**src/hdl/rgb_kernel_convolution_defines.svh**
```systemverilog
// assertion macros
`ifndef RGB_KERNEL_CONVOLUTION_DEFINES_SVH
`define RGB_KERNEL_CONVOLUTION_DEFINES_SVH

// consequent must hold whenever the antecedent does, checked only while reset is released
`define RKC_ASSERT_IMPL(lbl, clk, rstn, ante, cons, msg) \
  lbl: assert property (@(posedge clk) disable iff (!rstn) (ante) |-> (cons)) \
    else $error(msg);

`define RKC_ASSERT_NEXT(lbl, clk, rstn, ante, cons, msg) \
  lbl: assert property (@(posedge clk) disable iff (!rstn) (ante) |=> (cons)) \
    else $error(msg);

`endif

```
**src/hdl/rkc_pkg.sv**
```systemverilog
package rkc_pkg;

  localparam int unsigned MaxWidth  = 1024;
  localparam int unsigned MaxKernel = 5;
  localparam int unsigned NumCoef   = 25;

  localparam int unsigned CfgIdxW = 3;
  localparam int unsigned CfgDataW = 64;

  typedef enum logic [2:0] {
    REG_KW     = 3'd0,
    REG_KH     = 3'd1,
    REG_IW     = 3'd2,
    REG_IH     = 3'd3,
    REG_COEF0  = 3'd4,
    REG_COEF1  = 3'd5,
    REG_COEF2  = 3'd6,
    REG_COEF3  = 3'd7
  } reg_idx_e;

  typedef enum logic [1:0] {
    BK_IDLE  = 2'd0,
    BK_MAC   = 2'd1,
    BK_DIV   = 2'd2,
    BK_OUT   = 2'd3
  } back_state_e;

  function automatic logic [2:0] eff_kernel(input logic [2:0] k, input int unsigned mx);
    logic [2:0] r;
    r = k;
    if (r == 3'd0) r = 3'd1;
    if (32'(r) > mx) r = 3'(mx);
    if (r[0] == 1'b0) r = r - 3'd1;
    return r;
  endfunction

endpackage

```
**src/hdl/rkc_pix_if.sv**
```systemverilog
interface rkc_pix_if;
  logic       valid;
  logic       ready;
  logic [7:0] red_in;
  logic [7:0] green_in;
  logic [7:0] blue_in;
  logic       frame_start;
  modport source (output valid, red_in, green_in, blue_in, frame_start, input ready);
  modport sink (input valid, red_in, green_in, blue_in, frame_start, output ready);
endinterface

```
**src/hdl/rkc_front.sv**
```systemverilog
// stores pixels, tracks position, decides which items produce a window job
module rkc_front #(
  parameter int unsigned MaxWidth  = rkc_pkg::MaxWidth,
  parameter int unsigned MaxKernel = rkc_pkg::MaxKernel,
  localparam int unsigned ColW = $clog2(MaxWidth),
  localparam int unsigned RowSelW = (MaxKernel > 1) ? $clog2(MaxKernel) : 1
) (
  input  logic               clk_i,
  input  logic               rst_ni,
  rkc_pix_if.sink            pix,
  input  logic [2:0]         kw_i,
  input  logic [2:0]         kh_i,
  input  logic [10:0]        iw_i,
  input  logic [15:0]        ih_i,
  // window job still queued or in the back
  input  logic               busy_i,
  // store write port
  output logic               st_we_o,
  output logic [RowSelW-1:0] st_row_o,
  output logic [ColW-1:0]    st_col_o,
  output logic [23:0]        st_data_o,
  // job out
  output logic               job_valid_o,
  input  logic               job_ready_i,
  output logic [ColW:0]      job_col_o,
  output logic [15:0]        job_row_o,
  output logic [RowSelW-1:0] job_rsel_o,
  output logic               job_last_o
);

  logic [ColW:0]      col_q, col_d;
  logic [15:0]        row_q, row_d;
  logic [RowSelW-1:0] rsel_q, rsel_d;
  logic [ColW:0]      w;
  logic [ColW:0]      c0;
  logic [15:0]        r0;
  logic [RowSelW-1:0] rs0;
  logic [2:0]         kw, kh, hw, hh;
  logic               acc, live, emit;

  always_comb begin
    kw = rkc_pkg::eff_kernel(kw_i, MaxKernel);
    kh = rkc_pkg::eff_kernel(kh_i, MaxKernel);
    hw = (kw - 3'd1) >> 1;
    hh = (kh - 3'd1) >> 1;
    if (iw_i == 11'd0) w = (ColW+1)'(1);
    else if (32'(iw_i) > MaxWidth) w = (ColW+1)'(MaxWidth);
    else w = (ColW+1)'(iw_i);
    c0  = pix.frame_start ? '0 : col_q;
    r0  = pix.frame_start ? '0 : row_q;
    rs0 = pix.frame_start ? '0 : rsel_q;
    if (c0 >= w) c0 = w - (ColW+1)'(1);
    live = r0 < ih_i;
    emit = live && (c0 >= (ColW+1)'({hw, 1'b0})) && (r0 >= 16'({hh, 1'b0}));
    // hold the store still while a window is being read
    pix.ready = !busy_i && (!emit || job_ready_i);
    acc = pix.valid && pix.ready;
    col_d = col_q; row_d = row_q; rsel_d = rsel_q;
    if (acc) begin
      col_d = c0; row_d = r0; rsel_d = rs0;
      if (live) begin
        if (c0 + (ColW+1)'(1) >= w) begin
          col_d = '0;
          row_d = r0 + 16'd1;
          rsel_d = (32'(rs0) == MaxKernel - 1) ? '0 : rs0 + RowSelW'(1);
        end else begin
          col_d = c0 + (ColW+1)'(1);
        end
      end
    end
  end

  assign st_we_o     = acc && live;
  assign st_row_o    = rs0;
  assign st_col_o    = c0[ColW-1:0];
  assign st_data_o   = {pix.blue_in, pix.green_in, pix.red_in};
  assign job_valid_o = pix.valid && emit && !busy_i;
  assign job_col_o   = c0;
  assign job_row_o   = r0;
  assign job_rsel_o  = rs0;
  assign job_last_o  = (c0 == w - (ColW+1)'(1)) && (r0 == ih_i - 16'd1);

  always_ff @(posedge clk_i or negedge rst_ni) begin
    if (!rst_ni) begin
      col_q <= '0; row_q <= '0; rsel_q <= '0;
    end else begin
      col_q <= col_d; row_q <= row_d; rsel_q <= rsel_d;
    end
  end

endmodule

```
**src/flat_wrapper.sv**
```systemverilog
// flat-port wrapper written by rule: the top's interface ports become plain ports
module rkc_front_flat 
#(
  parameter int unsigned MaxWidth  = rkc_pkg::MaxWidth,
  parameter int unsigned MaxKernel = rkc_pkg::MaxKernel,
  localparam int unsigned ColW = $clog2(MaxWidth),
  localparam int unsigned RowSelW = (MaxKernel > 1) ? $clog2(MaxKernel) : 1
)
  (clk_i, rst_ni, kw_i, kh_i, iw_i, ih_i, busy_i, st_we_o, st_row_o, st_col_o, st_data_o, job_valid_o, job_ready_i, job_col_o, job_row_o, job_rsel_o, job_last_o, pix_valid, pix_red_in, pix_green_in, pix_blue_in, pix_frame_start, pix_ready);
  rkc_pix_if pix_i ();
  input  logic clk_i;
  input  logic rst_ni;
  input  logic [2:0] kw_i;
  input  logic [2:0] kh_i;
  input  logic [10:0] iw_i;
  input  logic [15:0] ih_i;
  input  logic busy_i;
  output logic st_we_o;
  output logic [RowSelW-1:0] st_row_o;
  output logic [ColW-1:0] st_col_o;
  output logic [23:0] st_data_o;
  output logic job_valid_o;
  input  logic job_ready_i;
  output logic [ColW:0] job_col_o;
  output logic [15:0] job_row_o;
  output logic [RowSelW-1:0] job_rsel_o;
  output logic job_last_o;
  input wire logic [$bits(pix_i.valid)-1:0] pix_valid;
  input wire logic [$bits(pix_i.red_in)-1:0] pix_red_in;
  input wire logic [$bits(pix_i.green_in)-1:0] pix_green_in;
  input wire logic [$bits(pix_i.blue_in)-1:0] pix_blue_in;
  input wire logic [$bits(pix_i.frame_start)-1:0] pix_frame_start;
  output wire logic [$bits(pix_i.ready)-1:0] pix_ready;
  assign pix_i.valid = pix_valid;
  assign pix_i.red_in = pix_red_in;
  assign pix_i.green_in = pix_green_in;
  assign pix_i.blue_in = pix_blue_in;
  assign pix_i.frame_start = pix_frame_start;
  assign pix_ready = pix_i.ready;
  rkc_front #(.MaxWidth(MaxWidth), .MaxKernel(MaxKernel)) u_core (.clk_i(clk_i), .rst_ni(rst_ni), .pix(pix_i), .kw_i(kw_i), .kh_i(kh_i), .iw_i(iw_i), .ih_i(ih_i), .busy_i(busy_i), .st_we_o(st_we_o), .st_row_o(st_row_o), .st_col_o(st_col_o), .st_data_o(st_data_o), .job_valid_o(job_valid_o), .job_ready_i(job_ready_i), .job_col_o(job_col_o), .job_row_o(job_row_o), .job_rsel_o(job_rsel_o), .job_last_o(job_last_o));
endmodule
```
**config.mk**
```make
export PLATFORM = sky130hd
export DESIGN_NAME = rkc_front_flat
export DESIGN_NICKNAME = d
export VERILOG_FILES = /design/src/hdl/rgb_kernel_convolution_defines.svh /design/src/hdl/rkc_pkg.sv /design/src/hdl/rkc_pix_if.sv /design/src/hdl/rkc_front.sv /design/src/flat_wrapper.sv
export SDC_FILE = /design/constraint.sdc
export NUM_CORES = 1
export LEC_CHECK = 0
export BUFFER_PORTS_ARGS = -buffer_cell sky130_fd_sc_hd__buf_4
export CAP_MARGIN = 40
export CORE_ASPECT_RATIO = 0.7
export CORE_UTILIZATION = 55
export DETAILED_ROUTE_END_ITERATION = 12
export GPL_ROUTABILITY_DRIVEN = 0
export PLACE_DENSITY = 0.8
export SETUP_SLACK_MARGIN = 0.15
export SYNTH_ARGS = -nofsm -noshare
export SYNTH_HDL_FRONTEND = slang
export SYNTH_SLANG_ARGS = --single-unit
```
**constraint.sdc**
```tcl
create_clock -name clk_i -period 8.01 [get_ports clk_i]
set_input_delay 0.801 -clock clk_i [delete_from_list [all_inputs] [get_ports clk_i]]
set_output_delay 0.801 -clock clk_i [all_outputs]
set_load 0.01 [all_outputs]
```
== After elaboration in Yosys (flattened, before gate mapping) ==
Cells that the tools add are included.

* Bits of input ports: 63
* Logic and storage cells: 56
* Register bits: 30
* Output and inout port bits: 71

* Multiplexer cells: 19
* Reduce and logical (&&, ||, !) cells: 14
* Eq/ne operators: 3
* Add/sub/neg operators: 9
* Magnitude comparators: 8

{| class="wikitable"
|+ Operators with widths
! operator !! count
|-
| 11-bit 2-to-1 mux || 6
|-
| 16-bit 2-to-1 mux || 3
|-
| 3-bit 2-to-1 mux || 10
|-
| 11-bit >= comparator || 2
|-
| 16-bit by 1-bit adder with 16-bit output (second input constant) || 1
|-
| 16-bit == test || 1
|-
| 16-bit by 3-bit >= comparator with 1-bit output || 1
|-
| 16-bit less-than comparator || 1
|-
| 16-bit by 1-bit subtractor with 16-bit output (second input constant) || 1
|-
| 3-bit by 1-bit subtractor with 3-bit output (second input constant) || 4
|-
| 11-bit by 1-bit adder with 11-bit output (second input constant) || 1
|-
| 11-bit == test || 1
|-
| 11-bit by 3-bit >= comparator with 1-bit output || 1
|-
| 11-bit > comparator (second input constant) || 1
|-
| 11-bit logical NOT || 1
|-
| 11-bit by 1-bit subtractor with 11-bit output (second input constant) || 1
|-
| 1-bit logical AND || 8
|-
| 3-bit > comparator (second input constant) || 2
|-
| 3-bit logical NOT || 2
|-
| 3-bit by 1-bit adder with 3-bit output (second input constant) || 1
|-
| 3-bit == test (second input constant) || 1
|-
| 1-bit logical NOT || 2
|-
| 1-bit logical OR || 1
|}

== Depth between registers and ports, before layout ==
* Word-level depth: 15
* Depth in mapped cells: 28
* Depth with buffers taken out: 24

== Worst setup path after synthesis ==
Ideal clock, no wire load.

* Path type: input port to flip-flop
* Start: input pix_frame_start
* End: register u_core.row_q[11]
* Setup time: 137 ps
* Setup slack: 1289 ps
* Cell stages on the path: 27
* Required time: 7873 ps
* Path buffers: 6
* Arrival: 6584 ps
* Cells stage by stage: clkbuf_1 clkbuf_1 clkbuf_1 nor2b_1 ha_1 nand4_1 o311a_1 o21ai_2 clkbuf_1 nor2_1 a21oi_1 ha_1 buf_1 nand4b_1 mux2i_1 nand2_1 xnor2_1 ha_1 o21a_1 o211ai_1 o2bb2ai_1 a31o_2 a21oi_1 clkbuf_1 a41oi_1 a41oi_1 o22ai_1

* Longest elaborated chain between the ends: 10
* Elaborated cells between the ends (all ways): 18
* Those cells by class: 2 x add/sub; 5 x order compare; 5 x mux; 6 x reduce/logical

{| class="wikitable"
|+ Ends and longest elaborated chain
! what !! line !! text
|-
| start: declaration || flat_wrapper.sv:32 || <nowiki>input wire logic [$bits(pix_i.frame_start)-1:0] pix_frame_start;</nowiki>
|-
| 11-bit 2-to-1 mux * || rkc_front.sv:49 || <nowiki>c0 = pix.frame_start ? '0 : col_q;</nowiki>
|-
| 11-bit >= comparator || rkc_front.sv:52 || <nowiki>if (c0 >= w) c0 = w - (ColW+1)'(1);</nowiki>
|-
| 11-bit 2-to-1 mux * || rkc_front.sv:52 ||
|-
| net job_col_o[1] || flat_wrapper.sv:24 || <nowiki>output logic [ColW:0] job_col_o;</nowiki>
|-
| branches (longest 7 deep; another with 11-bit by 1-bit adder with 11-bit output) || -- ||
|-
| end signal: assignment || rkc_front.sv:87 || <nowiki>col_q <= col_d; row_q <= row_d; rsel_q <= rsel_d;</nowiki>
|-
| end: declaration || rkc_front.sv:32 || <nowiki>logic [15:0] row_q, row_d;</nowiki>
|}

Mark *: on every way through the listed nets, which the timed path passes.
A chain may end at the register's enable or synchronous reset.

== Worst setup path in the final report ==
* Start: input iw_i[7]
* End: register u_core.row_q[14]

* Longest elaborated chain between the ends: 12
* Elaborated cells between the ends (all ways): 18
* Those cells by class: 2 x add/sub; 4 x order compare; 5 x mux; 7 x reduce/logical

{| class="wikitable"
|+ Ends and longest elaborated chain
! what !! line !! text
|-
| start: declaration || flat_wrapper.sv:15 || <nowiki>input logic [10:0] iw_i;</nowiki>
|-
| 11-bit > comparator || rkc_front.sv:47 || <nowiki>else if (32'(iw_i) > MaxWidth) w = (ColW+1)'(MaxWidth);</nowiki>
|-
| 11-bit 2-to-1 mux || rkc_front.sv:47 ||
|-
| 11-bit 2-to-1 mux * || rkc_front.sv:46 || <nowiki>if (iw_i == 11'd0) w = (ColW+1)'(1);</nowiki>
|-
| branches (longest 9 deep; another with 11-bit by 1-bit subtractor with 11-bit output) || -- ||
|}

Mark *: on every way between the ends.

==> flow_summary.toml <==
[final_layout]
layout.cells.non_filler = 796
nNetsFinal = 788
syn2layout_area_growth_pct = 13.1
fillers = 750
diodes = 0
final_core_util_pct = 64.2
drive_gt1_share_pct = 17.3

[grt]
gr-total-overflow = 0
grt_pass1_wl_um = 21600
grt_max_degree = 51
grt.total_usage_pct = 29.9
grt_pass1_vias = 4258
grt_antenna_before_repair = 0

[sta]
max_freq_ghz = 0.144
hold_viol_final = 0
min_period_ns = 6.94
min_period_over_period_pct = 86.6
setup-violations-final = 0
clock_skew_ns = 0.00753
rsz0062_at_grt = "no"
holdWs_ns = 0.451
slew_violations = 0
tightest_slew_ns = 0.899
tns_ns = 0
slew_headroom_pct = 39.8

[place]
io_buffers = 85
dp.cells = 788
dp.final_hpwl_um = 10800

[die]
ios = 134
die_area_mm2 = 0.00910
placementRows = 28
start_util_pct = 56.8
coreArea_mm2 = 0.00844
fp.dieH_um = 80.1
die_w_um = 114

[power]
power.total_mw = 1.29
power.density_mw_per_mm2 = 237
leakagePower_nw = 2.50
ir_drop_v = 0.000184

[clock_tree]
cts_max_path_buffers = 2
root_buffer = "clkbuf_16"
cts.repair.resized = 0
path_clk_slew_ns = 0.05
cts_sinks = 30
post-cts-setup-buffer-count = 0
tritoncts = "done"
clk_latency_ns = 0.28
htreeDepth = 2
numCtsBuffers = 5
cts.hold.buffers_added = 0

[route]
postRouteAntennaNets = 0
routed_via_density = 6.31
drt_first_pass_iters = 5
post_drt_wl_per_cell_um = 17.5
wirelength_um = 13900
drt-initial-drc-count = 593
drcViolationCount = 0
via_count = 5022

[critical_path]
setup.worst_path.class = "input pin to register"
end_kind = "register"
worstPathArrival_ns = 7.13
cp_data_required_time_ns = 8.20
startpoint_type = "input pin"
cp_max_fo = 18

[logic_synthesis]
yosysWarningCount = 0
synthArstFlopShare_pct = 100
ys_types = 65
syn_nets = 747
syn_inst = 634
synth_flop_cell = "dfrtp_1"
synth.top_cells.by_count = "ha_1, nand2_1, inv_1"
netlist_area_mm2 = 0.00480
yosysSeqAreaShare_pct = 15.7
ys_seq_elements = 30
yosys.area.top_type = "dfrtp_1"
syn_area_per_cell_um2 = 7.56
synth.area.top_cells = "dfrtp_1, ha_1, buf_4"
synth_top_area_share_pct = 15.7
synth_edf_count = 0
synth_most_common_cell = "ha_1"

[status]
outcome = "complete, no violations"

[flow_run]
drv_cap = 0

[worst_hold_path]
hp-class = "input pin to asynchronous set/reset pin"
## report_power, final
group | internal [mW] | switching, mW | total (mW)
logic | 0.360 | 0.502 | 0.862
clock network | 0.123 | 0.0706 | 0.193
registers | 0.190 | 0.0397 | 0.230
total | 0.673 | 0.612 | 1.29
## cells by family (layout without fill, tap and decap cells)
kind of cell    after synthesis  after routing  share of synthesized area [%]
compound gates              146            146                           19.7
xor+xnor                     33             33                           6.03
fa+ha+maj                    50             50                           13.0
buf+inv                      98            140                           10.6
flops                        30             30                           15.7
mux                          31             31                           6.70
simple gates                246            246                           28.2
## layer usage
layer	vias to the layer above	global-route usage, %	part of all wire, %
met4	0	5.00	0.65
met5	-	0	0
met1	2347	45.7	46
met3	16	4.38	11
li1	2365	-	-
met2	294	44.2	42
## state kept, by name, summed over array words and instances (netlist names)
signal         count
u_core.rsel_q      3
u_core.row_q      16
u_core.col_q      11
## worst max-delay path, cell delays in order
cell	delay, ns
buf_4	0.14
nor4_1	0.73
a31oi_1	0.18
nor2_1	0.34
ha_1	0.29
nand2b_1	0.14
a211oi_1	0.26
o311a_1	0.19
o21ai_2	0.13
a21oi_1	0.41
ha_1	0.40
nand4b_1	0.16
mux2i_1	0.47
nand2_1	0.20
xnor2_1	0.17
ha_1	0.32
o21a_1	0.13
o211ai_1	0.08
o2bb2ai_1	0.15
a31o_2	0.30
a21oi_1	0.14
buf_4	0.24
nand3_1	0.11
or4_1	0.48
o211ai_1	0.16
## path summary, 6_finish.rpt
| check | startpoint | endpoint | slack, ns | cells after the start |
|---|---|---|---|---|
| hold reg to reg | u_core.rsel_q[1]$_DFFE_PN0P_ | u_core.rsel_q[1]$_DFFE_PN0P_ | 0.52 | 2 |
| setup reg to reg | u_core.col_q[6]$_DFFE_PN0P_ | u_core.row_q[14]$_DFFE_PN0P_ | 2.18 | 22 |
| max in group asynchronous | rst_ni | u_core.row_q[13]$_DFFE_PN0P_ | 7.25 | 1 |
| hold / removal | rst_ni | u_core.col_q[9]$_DFFE_PN0P_ | 0.45 | 1 |
| setup / recovery | iw_i[7] | u_core.row_q[14]$_DFFE_PN0P_ | 1.07 | 25 |
| min in group clk_i | u_core.rsel_q[1]$_DFFE_PN0P_ | u_core.rsel_q[1]$_DFFE_PN0P_ | 0.52 | 2 |
## through the flow
step                area, um2  setup WS (ns)
floorplan                4800           1.29
global placement         5270           1.29
detailed placement       5270          0.935
CTS                      5420           1.21
global route             5420          0.581
finish                   5420           1.07
## area by class of cell
type | instances | area, um2 | area share [%]
Inverter | 41 | 154 | 2.84
Tap cell | 120 | 150 | 2.77
Sequential cell | 30 | 751 | 13.8
Clock buffer | 6 | 139 | 2.56
Clock inverter | 2 | 12.5 | 0.231
Multi-Input combinational cell | 506 | 3530 | 65.2
Timing Repair Buffer | 91 | 683 | 12.6
## layout by cell type, fill, tap and decap left out, types with 3 or more instances in the layout
cell,count
or3_1,3
nor3_1,18
a211o_1,4
inv_1,40
nand3_1,24
nor3b_1,4
nor4_1,9
nor2b_1,20
dfrtp_1,30
buf_4,91
o21a_1,4
and4_1,4
mux2_2,9
o21ai_0,32
nand2_1,48
xnor2_1,30
nand4_1,18
a31oi_1,12
xor2_1,3
o2111ai_1,4
a21oi_1,37
or4_1,4
a21o_1,7
a21boi_0,3
clkbuf_16,5
nand2b_1,29
nor2_1,37
ha_1,50
o211ai_1,7
a41oi_1,5
nor4b_1,5
o31ai_1,3
mux2i_1,22
and3_1,7
a211oi_1,8
Power figures use the tool's default switching activity.
