<file path="config.mk">
export PLATFORM = sky130hd
export DESIGN_NAME = rkc_queue
export DESIGN_NICKNAME = d
export VERILOG_FILES = /design/src/hdl/rgb_kernel_convolution_defines.svh /design/src/hdl/rkc_queue.sv
export SDC_FILE = /design/constraint.sdc
export NUM_CORES = 1
export LEC_CHECK = 0
export BUFFER_PORTS_ARGS = -buffer_cell sky130_fd_sc_hd__buf_2
export CORE_MARGIN = 2
export CORE_UTILIZATION = 50
export DETAILED_ROUTE_END_ITERATION = 12
export PLACE_DENSITY_LB_ADDON = 0.15
export SKIP_CTS_REPAIR_TIMING = 1
export SLEW_MARGIN = 10
export SYNTH_ARGS = -nofsm -noshare
export SYNTH_HDL_FRONTEND = slang
export SYNTH_SLANG_ARGS = --single-unit
</file>
<file path="constraint.sdc">
create_clock -name clk_i -period 3.1 [get_ports clk_i]
set_input_delay 0.465 -clock clk_i [delete_from_list [all_inputs] [get_ports clk_i]]
set_output_delay 0.465 -clock clk_i [all_outputs]
set_load 0.05 [all_outputs]
</file>
<file path="src/hdl/rgb_kernel_convolution_defines.svh">
// assertion macros
`ifndef RGB_KERNEL_CONVOLUTION_DEFINES_SVH
`define RGB_KERNEL_CONVOLUTION_DEFINES_SVH

// consequent must hold whenever the antecedent does, checked only while reset is released
`define RKC_ASSERT_IMPL(lbl, clk, rstn, ante, cons, msg) \
  lbl: assert property (@(posedge clk) disable iff (!rstn) (ante) |-> (cons)) \
    else $error(msg);

`define RKC_ASSERT_NEXT(lbl, clk, rstn, ante, cons, msg) \
  lbl: assert property (@(posedge clk) disable iff (!rstn) (ante) |=> (cons)) \
    else $error(msg);

`endif

</file>
<file path="src/hdl/rkc_queue.sv">
// small job fifo between front and back
module rkc_queue #(
  parameter int unsigned DataW = 8,
  localparam int unsigned Depth = 2
) (
  input  logic             clk_i,
  input  logic             rst_ni,
  input  logic             in_valid_i,
  output logic             in_ready_o,
  input  logic [DataW-1:0] in_data_i,
  output logic             out_valid_o,
  input  logic             out_ready_i,
  output logic [DataW-1:0] out_data_o
);

  logic [DataW-1:0] mem_q [Depth];
  logic             wp_q, rp_q;
  logic [1:0]       cnt_q;
  logic             push, pop;

  assign in_ready_o  = cnt_q != 2'(Depth);
  assign out_valid_o = cnt_q != 2'd0;
  assign out_data_o  = mem_q[rp_q];
  assign push = in_valid_i && in_ready_o;
  assign pop  = out_valid_o && out_ready_i;

  always_ff @(posedge clk_i) begin
    if (push) mem_q[wp_q] <= in_data_i;
  end

  always_ff @(posedge clk_i or negedge rst_ni) begin
    if (!rst_ni) begin
      wp_q <= 1'b0; rp_q <= 1'b0; cnt_q <= '0;
    end else begin
      if (push) wp_q <= ~wp_q;
      if (pop) rp_q <= ~rp_q;
      cnt_q <= cnt_q + 2'(push) - 2'(pop);
    end
  end

endmodule

</file>
=== Word level (Yosys, flattened, before mapping) ===
Memory sizes are Yosys's and may differ from the RTL's.
Index checks and enable logic that the tools add are counted.

* Register bits: 4
* Output and inout port bits: 10
* Word-level logic and storage cells: 14
* Bits in writable memories: 16
* Input port bits: 12
* Memories: 1

* Equality and inequality tests: 1
* $add $sub $neg: 2
* Bitwise gates (word level): 2
* Multiplexer cells: 2
* Reductions and logical operators: 3

{| class="wikitable"
|+ Memories
! name !! depth !! width !! rd ports !! clocked after memory_dff !! write ports !! RTL line !! text
|-
| mem_q || 2 || 8 || 1 || 0 || 1 || rkc_queue.sv:16 || <nowiki>logic [DataW-1:0] mem_q [Depth];</nowiki>
|}

{| class="wikitable"
|+ Operator list
! operator !! count
|-
| $add A2 B1 Y2 || 1
|-
| $logic_and A1 B1 Y1 || 2
|-
| $mux W1 || 2
|-
| $ne A2 B2 Y1 const B || 1
|-
| $not A1 Y1 || 2
|-
| $reduce_bool A2 Y1 || 1
|-
| $sub A2 B1 Y2 || 1
|}

=== Logic depth before layout (Yosys ltp) ===
Gate-level depths: netlist of run 1.

* Depth after elaboration: 4
* Depth in mapped cells: 7

=== Least setup slack after synthesis of run 1 ===
No wires, ideal clock.

* Path type: flip-flop to flip-flop
* Start point: reg cnt_q[1]
* End point: reg cnt_q[1]
* Data arrival time: 1,766 ps
* Path slack: 1,212 ps
* Data required time: 2,977 ps
* Buffers on the path: 0
* Cell stages (with the launch flop): 8
* Setup time: 123 ps
* Clock period less this slack: 1,888 ps
* Cells stage by stage: dfrtp_1 > or2_1 > and2_4 > ha_1 > inv_1 > ha_1 > xnor2_1 > xnor2_1

* Elaborated cells on any way between the ends: 6

{| class="wikitable"
|+ RTL lines
! item !! RTL line !! text
|-
| from (decl) || rkc_queue.sv:18 || <nowiki>logic [1:0] cnt_q;</nowiki>
|-
| from (signal assigned) || rkc_queue.sv:37 || <nowiki>cnt_q <= cnt_q + 2'(push) - 2'(pop);</nowiki>
|-
| $reduce_bool A2 Y1 || rkc_queue.sv:22 || <nowiki>assign out_valid_o = cnt_q != 2'd0;</nowiki>
|-
| named net out_valid_o || rkc_queue.sv:11 || <nowiki>output logic out_valid_o,</nowiki>
|-
| $logic_and A1 B1 Y1 || rkc_queue.sv:25 || <nowiki>assign pop = out_valid_o && out_ready_i;</nowiki>
|-
| named net pop || rkc_queue.sv:19 || <nowiki>logic push, pop;</nowiki>
|-
| $sub A2 B1 Y2 || rkc_queue.sv:37 ||
|}

The timed path passes the listed nets, and every way through them passes these cells.
A chain may end at the register's enable or synchronous reset.

=== Final worst setup path of run 1 ===
* Start point: reg rp_q
* End point: out out_data_o[2]

* Word-level cells in the longest chain between the ends: 1

{| class="wikitable"
|+ RTL lines
! item !! RTL line !! text
|-
| from (decl) || rkc_queue.sv:17 || <nowiki>logic wp_q, rp_q;</nowiki>
|-
| from (signal assigned) || rkc_queue.sv:36 || <nowiki>if (pop) rp_q <= ~rp_q;</nowiki>
|-
| $mem_v2 Z2 W8 || - ||
|-
| to (decl) || rkc_queue.sv:13 || <nowiki>output logic [DataW-1:0] out_data_o</nowiki>
|}

No other way between the ends.

==> summary.txt, run 1 <==
status: finished clean
Worst-Margin Slew: 670 ps
drt first-iter violations: 9
multi-input gate area in the final layout: 185 µm²
most common cell after layout, fill and taps aside: buf_2
die area: 0.00188 mm²
CTS sink cnt: 20
crit end category: primary output
top cells by area, synth: edfxtp_1 62%, dfrtp_1 13%, mux2_1 12%, xnor2_1 3.4%, ha_1 3.2%
Final setup viols: 0
cell area after synthesis: 774 µm²
Reg area: 581 µm²
filler cell count: 107
Syn Area/Cell: 18.4 µm²
Final Cell Area: 931 µm²
Chip Width: 43.4 µm
gr usage total: 0.132
DR WL/cell: 13.6 µm
crit path kind: flop to primary output
Clock transition at path regs: 100 ps
Ys Warns: 0
pre-CTS setup slack: 1440 ps
Vias/cell: 5.11
Initial DRT Pass Iterations: 3
dominant cell type by area after synthesis: edfxtp_1
period utilisation layout: 0.626
initial antenna violation count: 0
final hold violation count: 0
FMAX: 516 MHz
total CTS buffers: 3
Worst Setup Slack, final: 1160 ps
Worst Path Required: 2630 ps
worst-skew pair later-pin latency: 290 ps
area grow syn2layout: 20.2%
setup TNS: 0 ps
Root Driver: clkbuf_4
number of global-route vias before repair: 417
Pwr per Cell Area: 1070 mW/mm²
Pleak: 0.378 nW
Initial Utilization: 0.526
nets: 82
relative slew slack: 0.552
Rows: 14
Max clock buf depth: 2
DP Area: 895 µm²
# DRC: 0
via count: 424
Port Buffers: 21
core area: 0.00147 mm²
Antenna Nets Post-Route: 0
DRT Wirelength: 1130 µm
fin crit period: 1940 ps
die height: 43.4 µm
Max Fanout on Critical Path: 9
Worst Path Arrival: 1470 ps
max cap viols: 0
# diodes: 0
Top Ports: 22
peak supply drop: 0.820 mV
RSZ-0062 raised after global routing: no
crit start category: flop
syn nets: 56
clock skew: 5.38 ps
dpl hpwl: 823 µm
post-synthesis sequential area ratio: 0.750
H-tree levels: 1
Cell variety after synth: 14
Final Max Slew Viols: 0
Mapped Cells: 42
CTS tree: built
#FFs+latches synth: 20
share of layout cells above drive strength 1: 0.373
first-pass GRT wire length: 1720 µm
share of the synthesized area in the top cell type: 0.620
Worst Hold Class: input pin to flop
GRT Residual Overflow: 0
most frequent cells in the layout: 21 x buf_2, 16 x edfxtp_1, 8 x mux2_1
largest net degree at the start of global routing: 12
GPL Wtd Cong: 0.675
## worst paths after layout
check | from | endpoint | slack [ps] | depth (start not counted)
worst max-delay path | rp_q$_DFFE_PN0P_ | out_data_o[2] | 1160 | 2
worst min-delay path | in_data_i[2] | mem_q[0][2]$_DFFE_PP_ | 360 | 1
worst max register to register | cnt_q[1]$_DFF_PN0_ | cnt_q[1]$_DFF_PN0_ | 1420 | 7
worst min register to register | wp_q$_DFFE_PN0N_ | wp_q$_DFFE_PN0N_ | 500 | 1
max in group asynchronous | rst_ni | wp_q$_DFFE_PN0N_ | 2450 | 2
min in group asynchronous | rst_ni | rp_q$_DFFE_PN0P_ | 520 | 2
## synth_stat cells
| cell type | instances |
|---|---|
| edfxtp_1 | 16 |
| xor2_1 | 1 |
| xnor2_1 | 3 |
| ha_1 | 2 |
| nand2b_1 | 1 |
| mux2_1 | 8 |
| inv_1 | 1 |
| nor2_1 | 1 |
| nand2_1 | 1 |
| or2_1 | 1 |
| dfrtp_1 | 4 |
| buf_2 | 1 |
| and2_4 | 1 |
| and3_1 | 1 |
## cell type report
cell class | instances | area share
Clock buffer | 4 | 0.0282
Sequential cell | 20 | 0.624
Timing Repair Buffer | 22 | 0.124
Inverter | 1 | 0.00403
Multi-Input combinational cell | 20 | 0.199
Tap cell | 16 | 0.0215
## logic make-up after synthesis
family,after synthesis,share of synthesized area
xor gates and xnor gates,4,0.0452
adders and majority gates,2,0.0323
buffers and inverters,2,0.0113
DFF,20,0.750
muxes,8,0.116
and+or+nand+nor,6,0.0452
## state kept, by name (all words and copies together), names as in the netlist
register  flops
mem_q        16
wp_q          1
rp_q          1
cnt_q         2
## metal layers
layer	routed length, µm	share of wire	GRT usage	vias up
li1	-	-	-	207
met1	464	0.41	0.140	205
met2	616	0.54	0.239	12
met4	0	0	0.0545	0
met5	0	0	0	-
met3	51	0.045	0.0417	0
## power breakdown
| group | internal (W) | switching (W) | leakage, nW | total, W |
|---|---|---|---|---|
| Clock | 0.0000500 | 0.0000692 | 0.0150 | 0.000119 |
| Combinational | 0.000136 | 0.000319 | 0.168 | 0.000455 |
| Sequential | 0.000376 | 0.0000478 | 0.195 | 0.000424 |
| Total | 0.000562 | 0.000436 | 0.378 | 0.000998 |
## stage by stage
step           utilization  total power (W)  hold WS [ps]  instances
3_3_place_gp         0.608         0.000880           277         78
4_1_cts              0.626          0.00101         -42.0         82
2_1_floorplan            -         0.000790           169         42
5_1_grt              0.633          0.00105           347         83
3_5_place_dp         0.608         0.000889           280         78
6_report             0.633         0.000998           356         83
## worst max-delay path: stages (launching register included)
cell,delay (ps)
dfrtp_1,600
mux2_1,370
buf_2,220
(Power assumes the default switching activity.)
==> run 2: changes to the inputs <==
- CORE_UTILIZATION: 50 -> 44
- clock period: 3.1 -> 1.6 ns (I/O delays scaled with it)
==> run 2 against run 1 <==
Effect of this change: combinational power up 130%; largest power group unchanged; via count is 1.2% higher; die area is 12% higher; non-clock buffer count rose by 5; worst hold slack got worse by 220 ps; critical endpoint is now cnt_q[1]$_DFF_PN0_; worst setup slack worse by 1200 ps; register-to-register slack worse by 1400 ps.
==> summary.txt, run 2 (synthesized netlist as in run 1, its figures left out) <==
status: finished clean
FMAX: 629 MHz
filler cell count: 144 (+35%)
sequential cell fraction of total power: 0.388 (-0.037)
fin crit period: 1590 ps
Regs by FF count: mem_q x16, cnt_q x2
Comb power frac: 0.504 (+0.048)
RR Startpoint: cnt_q[1]$_DFF_PN0_
total CTS buffers: 3 (unchanged)
DRT Wirelength: 1080 µm (-4.9%)
Clock transition at path regs: 100 ps (about the same)
initial antenna violation count: 0 (unchanged)
Pwr per Cell Area: 2080 mW/mm² (+94%)
Root Driver: clkbuf_4
die area: 0.00211 mm² (+12%)
Critical-path top delay cell: dfrtp_1
GPL Wtd Cong: 0.677 (+0.16%)
gr usage total: 0.118 (-0.0138)
max cap viols: 0 (unchanged)
met2 WL post-DR: 575 µm (-6.7%)
Initial DRT Pass Iterations: 2 (-1)
Worst-Margin Slew: 378 ps (-292 ps)
Antenna Nets Post-Route: 0 (unchanged)
# diodes: 0 (unchanged)
Worst Path Required: 1770 ps (-860 ps)
Final setup viols: 0 (unchanged)
via count: 429 (+1.2%)
cell mode on critical path: ha_4
die height: 46.0 µm (+6.0%)
Max Fanout on Critical Path: 2 (-7)
top sig layer: met3
Vias/cell: 4.82 (-5.6%)
WHS Path Cells: 1 (unchanged)
Inst Count DP: 83 (+6.4%)
core area: 0.00169 mm² (+15%)
peak supply drop: 1.03 mV (+25%)
area grow syn2layout: 30.5%
r2r endpoint: cnt_q[1]$_DFF_PN0_
Final Max Slew Viols: 0 (unchanged)
Top Ports: 22 (unchanged)
first-pass GRT wire length: 1660 µm (-3.3%)
final core utilization: 0.599 (-0.0341)
crit end category: flop
clock skew: 2.97 ps (-2.41 ps)
Largest register FFs: 16 (unchanged)
Pleak: 0.407 nW (+7.7%)
DP Area: 933 µm² (+4.3%)
most common cell after layout, fill and taps aside: buf_2
RSZ-0062 raised after global routing: yes
dpl hpwl: 826 µm (+0.29%)
largest net degree at the start of global routing: 12 (unchanged)
Hold Slack: 141 ps (-216 ps)
CTS sink cnt: 20 (unchanged)
CTS tree: built
worst-skew pair later-pin latency: 280 ps (about the same)
Worst Hold Class: input pin to flop
flop2flop setup slack: 9 ps (-1410 ps)
H-tree levels: 1 (unchanged)
metal1 wirelength: 450 µm (-3.0%)
Layout Cells excl Fill: 89 (+7.2%)
share of layout cells above drive strength 1: 0.528 (+0.155)
Initial Utilization: 0.459 (-0.0678)
Int Pwr: 0.00122 W (+120%)
Rows: 15 (+1)
Max clock buf depth: 2 (unchanged)
Setup crit start: cnt_q[1]$_DFF_PN0_
most frequent cells in the layout: 21 x buf_2, 16 x edfxtp_1, 8 x mux2_1
# DRC: 0 (unchanged)
DR WL met3: 51 µm (unchanged)
nets: 87 (+6.1%)
GRT Residual Overflow: 0 (unchanged)
clock share of power: 0.108 (-0.011)
Net Switching: 0.000883 W (+100%)
Worst Reg-to-Reg Cells: 7 (unchanged)
drt first-iter violations: 5 (-4)
slowest stage delay, CP: 400 ps (-200 ps)
Chip Width: 46.0 µm (+6.0%)
Final Cell Area: 0.00101 mm² (+8.6%)
last element of the critical path: cnt_q[1]$_DFF_PN0_
crit start category: flop
CP Cell Sequence: or2_4, and2_4, ha_4, inv_2, ha_4, xnor2_2, xnor2_1
crit path kind: flop to flop
DR WL/cell: 12.1 µm (-11%)
relative slew slack: 0.748 (+0.196)
number of global-route vias before repair: 409 (-1.9%)
period utilisation layout: 0.994
Sw Ratio: 0.421 (-0.0159)
final hold violation count: 0 (unchanged)
largest reg by FF count: mem_q
Port Buffers: 21 (unchanged)
Worst Path Arrival: 1760 ps (+290 ps)
run 2: changes by cell type in the layout (fill, tap and decap cells not counted), sizes merged:
| cell | delta |
|---|---|
| buf | +5 |
run 2: layout make-up:
| class | count | area (µm²) | share of cell area |
|---|---|---|---|
| inverters | 1 | 3.75 | 0.00371 |
| repair buffers | 27 | 153 | 0.151 |
| well taps | 17 | 21.3 | 0.0210 |
| flip-flops and latches | 20 | 582 | 0.575 |
| clock buffers | 4 | 26.3 | 0.0260 |
| multi-input cells | 20 | 225 | 0.223 |
run 2: through the flow:
stage	setup TNS, ps	setup slack (ps)	power, W
after floorplan	-95.3	-95.3	0.00155
final	0	9.36	0.00210
after global routing	-260	-48.4	0.00224
after CTS	-884	-124	0.00203
after global placement	0	23.7	0.00178
after detailed placement	-17.6	-17.6	0.00180
run 2: metal layers:
layer	up-vias	track usage
met3	0	0.0357
met5	-	0
met2	10	0.203
met4	0	0.0343
li1	211	-
met1	208	0.141
run 2: critical path, delay by kind of cell, from the launching register on:
kind	cells	cell delay, ps
and+or+nand+nor	2	400
DFF	1	400
xor gates and xnor gates	2	250
adders and majority gates	2	400
buffers and inverters	1	40
run 2: worst min path at each step:
stage,endpoint,slack [ps],startpoint
after floorplan,cnt_q[0]$_DFF_PN0_,-60,rst_ni
after global placement,cnt_q[0]$_DFF_PN0_,50,rst_ni
after detailed placement,cnt_q[1]$_DFF_PN0_,60,rst_ni
after CTS,wp_q$_DFFE_PN0N_,-260,rst_ni
after global routing,mem_q[1][0]$_DFFE_PP_,120,in_data_i[0]
final,mem_q[0][7]$_DFFE_PP_,140,in_data_i[7]
run 2: power by group through the flow:
stage	clock, W	sequential, W	combinational (W)
floorplan	0	0.000781	0.000774
global placement	0	0.000823	0.000961
detailed placement	0	0.000829	0.000968
CTS	0.000242	0.000818	0.000968
global route	0.000267	0.000832	0.00114
finish	0.000228	0.000814	0.00106
==> run 3: changes to the inputs <==
- CORE_MARGIN: 2 -> not set
- CORE_UTILIZATION: 44 -> 50
- clock period: 1.6 -> 1.9 ns (I/O delays scaled with it)
==> run 3 against run 2 <==
Effect of this change: worst setup slack better by 160 ps; critical endpoint is now out_data_o[6]; largest power group unchanged; die area is 19% lower; critical path depth fell by 5; wire length is 3.8% lower; global-route usage grew 2.8 points; sequential power fell by 15%; combinational power decreased by 30%; clock-buffer cell count did not move; final area down 7.3%; non-clock buffer count fell by 4.
==> summary.txt, run 3 (synthesized netlist as in run 1, its figures left out) <==
DP Area: 901 µm² (-3.5%)
Layout Cells excl Fill: 83 (-6.7%)
Hold Slack: 183 ps (+42.6 ps)
Pwr per Cell Area: 1730 mW/mm² (-16%)
crit path kind: flop to primary output
Chip Width: 41.4 µm (-10%)
RR Startpoint: cnt_q[1]$_DFF_PN0_
Vias/cell: 4.98 (+3.2%)
worst-skew pair later-pin latency: 280 ps (about the same)
Min-Delay Endpoint: mem_q[1][6]$_DFFE_PP_
relative slew slack: 0.735 (-0.0129)
Worst Path Arrival: 1450 ps (-310 ps)
flop2flop setup slack: 220 ps (+210 ps)
initial antenna violation count: 0 (unchanged)
Port Buffers: 21 (unchanged)
r2r endpoint: cnt_q[1]$_DFF_PN0_
crit end category: primary output
Top Ports: 22 (unchanged)
CTS sink cnt: 20 (unchanged)
pre-CTS setup slack: 231 ps (+249 ps)
Max clock buf depth: 2 (unchanged)
Worst-Margin Slew: 397 ps (+19.4 ps)
status: finished clean
DR WL/cell: 12.5 µm (+3.1%)
clock skew: 9.69 ps (+6.72 ps)
largest net degree at the start of global routing: 12 (unchanged)
drt first-iter violations: 3 (-2)
via count: 413 (-3.7%)
core area: 0.00137 mm² (-19%)
Final setup viols: 0 (unchanged)
Worst Setup Slack, final: 167 ps (+158 ps)
Critical-path top delay cell: dfrtp_1
CTS tree: built
Antenna Nets Post-Route: 0 (unchanged)
DRT Wirelength: 1040 µm (-3.8%)
# DRC: 0 (unchanged)
die area: 0.00171 mm² (-19%)
Worst Path Required: 1620 ps (-150 ps)
Root Driver: clkbuf_4
dpl hpwl: 823 µm (-0.31%)
H-tree levels: 1 (unchanged)
fin crit period: 1730 ps
Pleak: 0.384 nW (-5.9%)
Largest register FFs: 16 (unchanged)
RSZ-0062 raised after global routing: no
min-delay src: in_data_i[6]
setup TNS: 0 ps (unchanged)
Final Max Slew Viols: 0 (unchanged)
Worst Hold Class: input pin to flop
most frequent cells in the layout: 21 x buf_2, 16 x edfxtp_1, 8 x mux2_1
nets: 83 (-4.6%)
total CTS buffers: 3 (unchanged)
gr usage total: 0.146 (+0.0285)
WHS Path Cells: 1 (unchanged)
Clock transition at path regs: 100 ps (about the same)
final hold violation count: 0 (unchanged)
Initial DRT Pass Iterations: 3 (+1)
Max Fanout on Critical Path: 9 (+7)
first-pass GRT wire length: 1460 µm (-12%)
Regs by FF count: mem_q x16, cnt_q x2
Initial Utilization: 0.567 (+0.108)
Worst Reg-to-Reg Cells: 7 (unchanged)
largest reg by FF count: mem_q
period utilisation layout: 0.912
Inst Count DP: 78 (-6.0%)
Rows: 13 (-2)
die height: 41.4 µm (-10%)
slowest stage delay, CP: 590 ps (+190 ps)
number of global-route vias before repair: 355 (-13%)
CP Cell Sequence: mux2_1, buf_2
# diodes: 0 (unchanged)
area grow syn2layout: 21.0%
crit start category: flop
GPL Wtd Cong: 0.643 (-4.9%)
share of layout cells above drive strength 1: 0.382 (-0.145)
most common cell after layout, fill and taps aside: buf_2
Final Cell Area: 937 µm² (-7.3%)
GRT Residual Overflow: 0 (unchanged)
FMAX: 577 MHz
max cap viols: 0 (unchanged)
peak supply drop: 1.24 mV (+21%)
## run 3: cell types whose count changed in the layout (fill, tap and decap cells not counted), sizes merged
cell and delta:
buf -4
## run 3: stage by stage
stage	util	total power, W
finish	0.686	0.00163
global route	0.686	0.00171
CTS	0.679	0.00164
detailed placement	0.659	0.00145
global placement	0.659	0.00145
floorplan	-	0.00129
## run 3: layout make-up
cell class | count | area [µm²]
Tap cell | 15 | 18.8
Clock buffer | 4 | 26.3
Sequential cell | 20 | 581
Multi-Input combinational cell | 20 | 185
Timing Repair Buffer | 23 | 123
Fill cell | 101 | 429
Inverter | 1 | 3.75
## run 3: critical path, delay by kind of cell, from the launching register on
kind,cells,cell delay (ps)
flops,1,590
mux,1,370
buf+inv,1,210
## run 3: how the worst max path moves through the flow
stage,from,endpoint,slack [ps],cells past startpoint
detailed placement,cnt_q[1]$_DFF_PN0_,cnt_q[1]$_DFF_PN0_,230,7
CTS,rp_q$_DFFE_PN0P_,out_data_o[6],150,2
global placement,cnt_q[1]$_DFF_PN0_,cnt_q[1]$_DFF_PN0_,230,7
global route,rp_q$_DFFE_PN0P_,out_data_o[1],80,2
finish,rp_q$_DFFE_PN0P_,out_data_o[6],170,2
floorplan,cnt_q[1]$_DFF_PN0_,cnt_q[1]$_DFF_PN0_,10,7
## run 3: power by group
group          leakage [nW]  internal [W]  switching, W
registers             0.195      0.000613     0.0000788
logic                 0.173      0.000229      0.000515
clock network        0.0150     0.0000813      0.000108
## run 3: layer usage
| metal | part of all wire | wire length [µm] | vias up | GRT usage |
|---|---|---|---|---|
| met5 | 0 | 0 | - | 0 |
| met1 | 0.45 | 468 | 193 | 0.159 |
| met2 | 0.51 | 527 | 12 | 0.254 |
| li1 | - | - | 208 | - |
| met3 | 0.038 | 39 | 0 | 0.0479 |
| met4 | 0 | 0 | 0 | 0.0726 |
